## config.mk

```make
export PLATFORM = sky130hd
export DESIGN_NAME = hill_cipher_block_transform
export DESIGN_NICKNAME = d
export VERILOG_FILES = /design/src/sv/hcbt_pkg.sv /design/src/sv/hill_cipher_block_transform.sv
export SDC_FILE = /design/constraint.sdc
export NUM_CORES = 2
export LEC_CHECK = 0
export BUFFER_PORTS_ARGS = -buffer_cell sky130_fd_sc_hd__buf_2
export CAP_MARGIN = 20
export CORE_ASPECT_RATIO = 0.75
export CORE_MARGIN = 5
export CORE_UTILIZATION = 35
export DETAILED_ROUTE_END_ITERATION = 8
export HOLD_SLACK_MARGIN = 0.15
export PLACE_DENSITY_LB_ADDON = 0.15
export SYNTH_ARGS = -nofsm -noshare
export SYNTH_HDL_FRONTEND = slang
export SYNTH_SLANG_ARGS = --single-unit
```

## constraint.sdc

```tcl
create_clock -name clk_i -period 17.36 [get_ports clk_i]
set_input_delay 4.34 -clock clk_i [delete_from_list [all_inputs] [get_ports clk_i]]
set_output_delay 4.34 -clock clk_i [all_outputs]
set_load 0.01 [all_outputs]
```

## src/sv/hcbt_pkg.sv

```systemverilog
`timescale 1ns / 1ps
// Package for the Hill cipher block transform: widths, key defaults and
// the modulo-26 helper functions. No dependencies.
package hcbt_pkg;

  localparam int unsigned LetterW = 7;
  localparam int unsigned ValW    = 5;
  localparam int unsigned SumW    = 12;
  localparam int unsigned Key3W   = 45;
  localparam int unsigned Key2W   = 20;
  localparam int unsigned CfgIdxW = 1;
  localparam int unsigned PosW    = 3;
  localparam int unsigned GroupLen = 5;

  localparam logic [Key3W-1:0]   Key3Reset = 45'd3866681140981;
  localparam logic [Key2W-1:0]   Key2Reset = 20'd379623;
  localparam logic [LetterW-1:0] AsciiBase = 7'd97;
  localparam logic [LetterW-1:0] AsciiTop  = 7'd122;
  localparam logic [PosW-1:0]    LastPos   = 3'd4;
  localparam logic [PosW-1:0]    LastIdx   = 3'd4;

  // Register indexes on the configuration port
  localparam logic [CfgIdxW-1:0] CfgKey3 = 1'b0;
  localparam logic [CfgIdxW-1:0] CfgKey2 = 1'b1;

  // floor(s * 2521 / 2^16) == floor(s / 26) for every s below 2^12
  localparam logic [SumW-1:0] Recip26 = 12'd2521;
  localparam logic [SumW-1:0] Mod26   = 12'd26;

  // (code - 97) mod 26, computed as (code + 7) mod 26
  function automatic logic [ValW-1:0] letter_value(input logic [LetterW-1:0] code);
    logic [LetterW:0] v;
    v = {1'b0, code} + 8'd7;
    for (int i = 0; i < 5; i++) begin
      if (v >= 8'd26) begin
        v = v - 8'd26;
      end
    end
    return v[ValW-1:0];
  endfunction

  function automatic logic [ValW-1:0] mod26(input logic [SumW-1:0] s);
    logic [2*SumW-1:0] p;
    logic [SumW-1:0]   q;
    logic [SumW-1:0]   r;
    p = (2*SumW)'(s) * (2*SumW)'(Recip26);
    q = {4'b0000, p[2*SumW-1:16]};
    r = s - SumW'(q * Mod26);
    return r[ValW-1:0];
  endfunction

endpackage

```

## src/sv/hill_cipher_block_transform.sv

```systemverilog
`timescale 1ns / 1ps
// Hill cipher block transform, modulo 26: groups of five letters, 3x3 and 2x2 key.
// A group moves through the group, sum and letter registers after its fifth letter
// is taken, then leaves one result per cycle, five per group, the last flagged.
// Throughput: one letter per cycle in and one result per cycle out, each unless
// stalled; the five-entry output register sets the output rate. Reset clears
// position, valids and restores the default keys; the letter buffer is not cleared.
module hill_cipher_block_transform (
  input  logic                           clk_i,
  input  logic                           rst_ni,
  input  logic                           in_valid_i,
  output logic                           in_stall_o,
  input  logic [hcbt_pkg::LetterW-1:0]   letter_code_i,
  output logic                           out_valid_o,
  input  logic                           out_stall_i,
  output logic [hcbt_pkg::LetterW-1:0]   out_letter_o,
  output logic                           group_last_o,
  input  logic                           cfg_valid_i,
  output logic                           cfg_ready_o,
  input  logic [hcbt_pkg::CfgIdxW-1:0]   cfg_index_i,
  input  logic [hcbt_pkg::Key3W-1:0]     cfg_data_i
);
  import hcbt_pkg::*;

  logic [Key3W-1:0] key3_q;
  logic [Key2W-1:0] key2_q;
  logic [PosW-1:0]  pos_q;
  logic [ValW-1:0]  pend_q [4];
  logic [ValW-1:0]  grp_q [GroupLen];
  logic             gv_q;
  logic [SumW-1:0]  sum_q [GroupLen];
  logic [SumW-1:0]  sum_d [GroupLen];
  logic             sv_q;
  logic [ValW-1:0]  let_q [GroupLen];
  logic             ov_q;
  logic [PosW-1:0]  idx_q;

  logic [ValW-1:0]  in_val;
  logic             in_acc, out_acc;
  logic             out_free, sum_free, grp_free;
  logic             sum_adv, grp_adv;

  assign cfg_ready_o = 1'b1;
  assign in_val      = letter_value(letter_code_i);

  assign out_acc  = ov_q && !out_stall_i;
  assign out_free = !ov_q || (out_acc && idx_q == LastIdx);
  assign sum_adv  = sv_q && out_free;
  assign sum_free = !sv_q || out_free;
  assign grp_adv  = gv_q && sum_free;
  assign grp_free = !gv_q || sum_free;

  assign in_stall_o = (pos_q == LastPos) && !grp_free;
  assign in_acc     = in_valid_i && !in_stall_o;

  assign out_valid_o  = ov_q;
  assign out_letter_o = AsciiBase + LetterW'(let_q[idx_q]);
  assign group_last_o = (idx_q == LastIdx);

  always_ff @(posedge clk_i or negedge rst_ni) begin
    if (!rst_ni) begin
      key3_q <= Key3Reset;
      key2_q <= Key2Reset;
    end else if (cfg_valid_i && cfg_ready_o) begin
      case (cfg_index_i)
        CfgKey3: key3_q <= cfg_data_i;
        CfgKey2: key2_q <= cfg_data_i[Key2W-1:0];
        default: ;
      endcase
    end
  end

  always_comb begin
    for (int r = 0; r < 3; r++) begin
      sum_d[r] = SumW'(key3_q[5*(3*r)   +: 5]) * SumW'(grp_q[0])
               + SumW'(key3_q[5*(3*r+1) +: 5]) * SumW'(grp_q[1])
               + SumW'(key3_q[5*(3*r+2) +: 5]) * SumW'(grp_q[2]);
    end
    for (int r = 0; r < 2; r++) begin
      sum_d[3+r] = SumW'(key2_q[5*(2*r)   +: 5]) * SumW'(grp_q[3])
                 + SumW'(key2_q[5*(2*r+1) +: 5]) * SumW'(grp_q[4]);
    end
  end

  always_ff @(posedge clk_i or negedge rst_ni) begin
    if (!rst_ni) begin
      pos_q <= '0;
      gv_q  <= 1'b0;
      sv_q  <= 1'b0;
      ov_q  <= 1'b0;
      idx_q <= '0;
    end else begin
      if (in_acc) begin
        pos_q <= (pos_q == LastPos) ? '0 : pos_q + 3'd1;
      end
      if (in_acc && pos_q == LastPos) begin
        gv_q <= 1'b1;
      end else if (grp_adv) begin
        gv_q <= 1'b0;
      end
      if (grp_adv) begin
        sv_q <= 1'b1;
      end else if (sum_adv) begin
        sv_q <= 1'b0;
      end
      if (sum_adv) begin
        ov_q  <= 1'b1;
        idx_q <= '0;
      end else if (out_acc) begin
        if (idx_q == LastIdx) begin
          ov_q <= 1'b0;
        end
        idx_q <= (idx_q == LastIdx) ? '0 : idx_q + 3'd1;
      end
    end
  end

  always_ff @(posedge clk_i) begin
    if (in_acc && pos_q != LastPos) begin
      pend_q[pos_q[1:0]] <= in_val;
    end
    if (in_acc && pos_q == LastPos) begin
      for (int i = 0; i < 4; i++) begin
        grp_q[i] <= pend_q[i];
      end
      grp_q[4] <= in_val;
    end
    if (grp_adv) begin
      for (int i = 0; i < GroupLen; i++) begin
        sum_q[i] <= sum_d[i];
      end
    end
    if (sum_adv) begin
      for (int i = 0; i < GroupLen; i++) begin
        let_q[i] <= mod26(sum_q[i]);
      end
    end
  end

`ifndef SYNTHESIS
  a_pos_range: assert property (@(posedge clk_i) disable iff (!rst_ni)
    pos_q <= LastPos)
    else $error("group position out of range");

  a_group_load: assert property (@(posedge clk_i) disable iff (!rst_ni)
    (in_acc && pos_q == LastPos) |=> gv_q)
    else $error("completed group not captured");

  a_letter_range: assert property (@(posedge clk_i) disable iff (!rst_ni)
    out_valid_o |-> (out_letter_o >= AsciiBase && out_letter_o <= AsciiTop))
    else $error("output letter out of range");

  a_group_cont: assert property (@(posedge clk_i) disable iff (!rst_ni)
    (out_acc && !group_last_o) |=> out_valid_o)
    else $error("group output cut short");
`endif

endmodule
```

After elaboration in Yosys (flattened, before gate mapping)
Memories as Yosys holds them, arrays and structs flattened.
Cells that the tools add are included.

operators by class
  multiply operators = 23
  div/mod/pow operators = 0
  equal/unequal tests = 3
  bitwise logic cells = 1
  $add $sub $neg = 22
  order comparisons = 5
  mux-type cells = 24
  reduce and logical (&&, ||, !) cells = 24
  shift operators = 0

operators with widths
  operator                number
  $mul 5x5->10            13
  $mul 12x12->24 const B  5
  $add 10x10->11          5
  $ge 8x5->1 const B      5
  $mul 8x4->4 const B     5
  $add 11x10->12          3
  $mux 8                  4
  $sub 8x5->8 const B     4
  $sub 5x5->5             5
  $mux 1                  15
  $mux 3                  4
  $add 7x3->8 const B     1
  $logic_and 1x1->1       8
  $reduce_bool 2->1       4
  $add 6x6->7 const A     1
  $add 3x1->3 const B     2
  $eq 3x3->1 const B      2
  $logic_not 1->1         6
  $reduce_and 2->1        3
  $mux 5                  1
  $sub 5x5->5 const B     1
  $logic_or 1x1->1        3
  $ne 3x3->1 const B      1
  $not 1->1               1

word-level totals
  input bits = 58
  memory bits (writable) = 130
  output and inout port bits = 11
  bits in latches = 0
  register bits after elaboration = 74
  memories kept = 4
  bits in read-only memories = 0

memories
  name    depth  bits a word  rd ports  clocked after Yosys merged registers in  wr ports  line                               RTL
  sum_q   5      12           5         0                                        5         hill_cipher_block_transform.sv:31  logic [SumW-1:0] sum_q [GroupLen];
  grp_q   5      5            5         0                                        5         hill_cipher_block_transform.sv:29  logic [ValW-1:0] grp_q [GroupLen];
  let_q   5      5            1         0                                        5         hill_cipher_block_transform.sv:34  logic [ValW-1:0] let_q [GroupLen];
  pend_q  4      5            4         0                                        1         hill_cipher_block_transform.sv:28  logic [ValW-1:0] pend_q [4];

Logic depth before layout (Yosys ltp)
  depth in word-level cells = 13
  depth in mapped cells = 27
  depth with buffers taken out = 27

Worst setup path after synthesis
Ideal clock, no wire load.

  kind = in2out
  start point = input port out_stall_i
  end point = output port in_stall_o
  stages = 2
  buffers on the path = 0
  data required time = 13.020 ns
  slack = 8.356 ns
  data arrival time = 4.664 ns
  path through = o2111ai_1 nor2_1

on the way
  word-level cells in the longest chain between the ends = 8

ends and longest elaborated chain
  what               line                               RTL
  start, declared    hill_cipher_block_transform.sv:15  input logic out_stall_i,
  $logic_not 1->1    hill_cipher_block_transform.sv:46  assign out_acc = ov_q && !out_stall_i;
  $logic_and 1x1->1  hill_cipher_block_transform.sv:46
  $logic_and 1x1->1  hill_cipher_block_transform.sv:47  assign out_free = !ov_q || (out_acc && idx_q == LastIdx);
  $logic_or 1x1->1   hill_cipher_block_transform.sv:47
  $logic_or 1x1->1   hill_cipher_block_transform.sv:49  assign sum_free = !sv_q || out_free;
  $logic_or 1x1->1   hill_cipher_block_transform.sv:51  assign grp_free = !gv_q || sum_free;
  $logic_not 1->1    hill_cipher_block_transform.sv:53  assign in_stall_o = (pos_q == LastPos) && !grp_free;
  $logic_and 1x1->1  hill_cipher_block_transform.sv:53
  end, declared      hill_cipher_block_transform.sv:12  output logic in_stall_o,

No other way between the ends.

Final worst setup path
Ends and elaborated chain as after synthesis.

==> results_dict.tcl <==
set metrics [dict create \
    synth_cells 2691 \
    io_buffer_count 67 \
    slew_headroom_pct 15.9 \
    grt_use_total_pct 15.6 \
    hold_violations 0 \
    diodes 0 \
    worstSetupStartpointType "input pin" \
    status "complete, no violations" \
    num_vias 18164 \
    syn-cell-area_sq_mm 0.0295 \
    holdCritPathClass "flip-flop to flip-flop" \
    tightestPinTransition_ns 1.26 \
    fin_skew_ns 0.0286 \
    cts.sinks 202 \
    setup-tns-final_ns 0 \
    drt-total-wl_mm 68.4 \
    layout_commonest_cell "inv_1" \
    cts_tree "yes" \
    die_h_um 262 \
    grt_pass1_vias 19857 \
    syn_nets 3709 \
    ys_async_sr_fraction_pct 36.6 \
    setup_ws_ns 7.33 \
    postCtsHoldBufs 0 \
    stdcell_area_sq_mm 0.0321 \
    io_pins 69 \
    cp_max_fo 6 \
    ys_ff_latch 202 \
    drc_errors 0 \
    postRouteAntennaNets 0 \
    ys_types 87 \
    firstDrtPassIters 5 \
    wire_per_inst_um 17.5 \
    period_share_pct 57.8 \
    ys_seq_area_share_pct 19.4 \
    setup.worst_path.class "input pin to output pin" \
    grt_max_degree 59 \
    coreArea_sq_mm 0.0838 \
    drt_iter0_drc 878 \
    yosys_warnings 0 \
    die_width_um 345 \
    routabilityCongestion 0.808 \
    avgSynthCellArea_sq_um 11.0 \
    clkLatencyLatePin_ns 0.56 \
    crit_path_end_kind "output pin" \
    cp_data_arrival_time_ns 5.69 \
    period_minus_slack_ns 10.03 \
    ys_top_cells_by_area "fa_1 (29%), ha_1 (22%), edfxtp_1 (13%)" \
    synth-edff-count 128 \
    h-tree-depth 1 \
    hpwlAfterDp_mm 58.2 \
    fmax_mhz 99.7 \
    viasPerCell 4.65 \
    maxSlewViolCount 0 \
    synth_top_area_cell "fa_1" \
    overflow 0 \
    postCtsSetupRepairBufs 0 \
    antenna_found_initial 8 \
    cap_violations 0 \
    yosysTopAreaCellShare_pct 29.3 \
    placed_area_sq_mm 0.0312 \
    rows 92 \
    synth_flop_cell "edfxtp_1" \
    cts_buffer_depth 3 \
    grt_pass1_wl_mm 112 \
    finalSetupViolations 0 \
    root_buffer "clkbuf_16" \
    critPathRequiredTime_ns 13.02 \
    syn2layout_area_growth_pct 8.61 \
    place_ws_ns 6.98 \
    die_area_sq_mm 0.0903 \
    cts_buffers 25 \
    cts-resized-gates 0 \
    start_util_pct 35.2 \
    final_cell_mix "inv_1 (591), ha_1 (528), fa_1 (432)" \
    clk_pin_slew_worst_paths_ns 0.06 \
    drive_gt1_share_pct 9.50 \
    rsz0062_at_grt "false" \
    fin_nets 3778 \
]
## Yosys cell counts (9+ instances only)
| cell type | count |
|---|---|
| a21o_1 | 28 |
| a21oi_1 | 65 |
| and2_1 | 206 |
| and3_1 | 12 |
| clkbuf_1 | 27 |
| dfrtp_1 | 41 |
| dfstp_2 | 33 |
| edfxtp_1 | 128 |
| fa_1 | 432 |
| ha_1 | 528 |
| inv_1 | 591 |
| mux2_2 | 67 |
| mux2i_1 | 13 |
| nand2_1 | 158 |
| nand2b_1 | 9 |
| nor2_1 | 44 |
| o21ai_0 | 31 |
| o21bai_1 | 20 |
| xnor2_1 | 89 |
| xor2_1 | 27 |
## layout make-up
type / count / area (sq um)
Clock inverter: 17 / 196
Inverter: 593 / 2230
Clock buffer: 29 / 641
Multi-Input combinational cell: 1860 / 21400
Timing Repair Buffer: 78 / 440
Fill cell: 8339 / 51700
Sequential cell: 202 / 5740
Tap cell: 1128 / 1410
## path summary, 6_finish.rpt
check,from,end,slack [ns],cells after the start
min in group asynchronous,rst_ni,key3_q[29],3.67,1
setup / recovery,out_stall_i,in_stall_o,7.33,4
max in group asynchronous,rst_ni,sv_q,12.53,2
setup reg to reg,sum_q[0][16],let_q[1][4],10.64,27
hold reg to reg,pend_q[2][0],grp_q[0][10],0.42,0
hold / removal,pend_q[2][0],grp_q[0][10],0.42,0
## cell families (layout without fill, tap and decap cells)
kind of cell    Yosys count  in the layout  synth area share (%)
compound gates          214            214                  5.13
fa+ha+maj               960            960                  51.7
mux                      88             88                  3.53
flops                   202            202                  19.4
buf+inv                 629            717                  8.07
other cells               1              1                0.0127
simple gates            477            477                  8.47
xor+xnor                120            120                  3.70
## per-layer routing
layer / up-vias / GRT usage [%] / part of all wire, %
met5: - / 0 / 0
met4: 0 / 1.30 / 0.77
met3: 31 / 1.82 / 3.4
met2: 239 / 22.8 / 40
met1: 9139 / 25.3 / 56
li1: 8755 / - / -
## worst max-delay path, stage by stage
cell	delay, ns
buf_2	0.13
o2111ai_1	0.96
nor2_1	0.06
buf_2	0.19
## sequential cells by signal, indices dropped and copies added (netlist names), 3 cells and up
register and flops:
idx_q 3, let_q 25, grp_q 25, key2_q 20, pend_q 20, sum_q 58, pos_q 3, key3_q 45
## through the flow
stage	utilization [%]	hold slack, ns	cells
finish	38.3	0.417	3907
global placement	37.2	0.411	3860
CTS	38.3	0.418	3907
detailed placement	37.3	0.405	3861
global route	38.3	0.429	3907
floorplan	-	0.400	2691
Power is left out: the tool's default activity adds up to more than one toggle a clock period on the data nets, which glitch-free logic cannot reach.
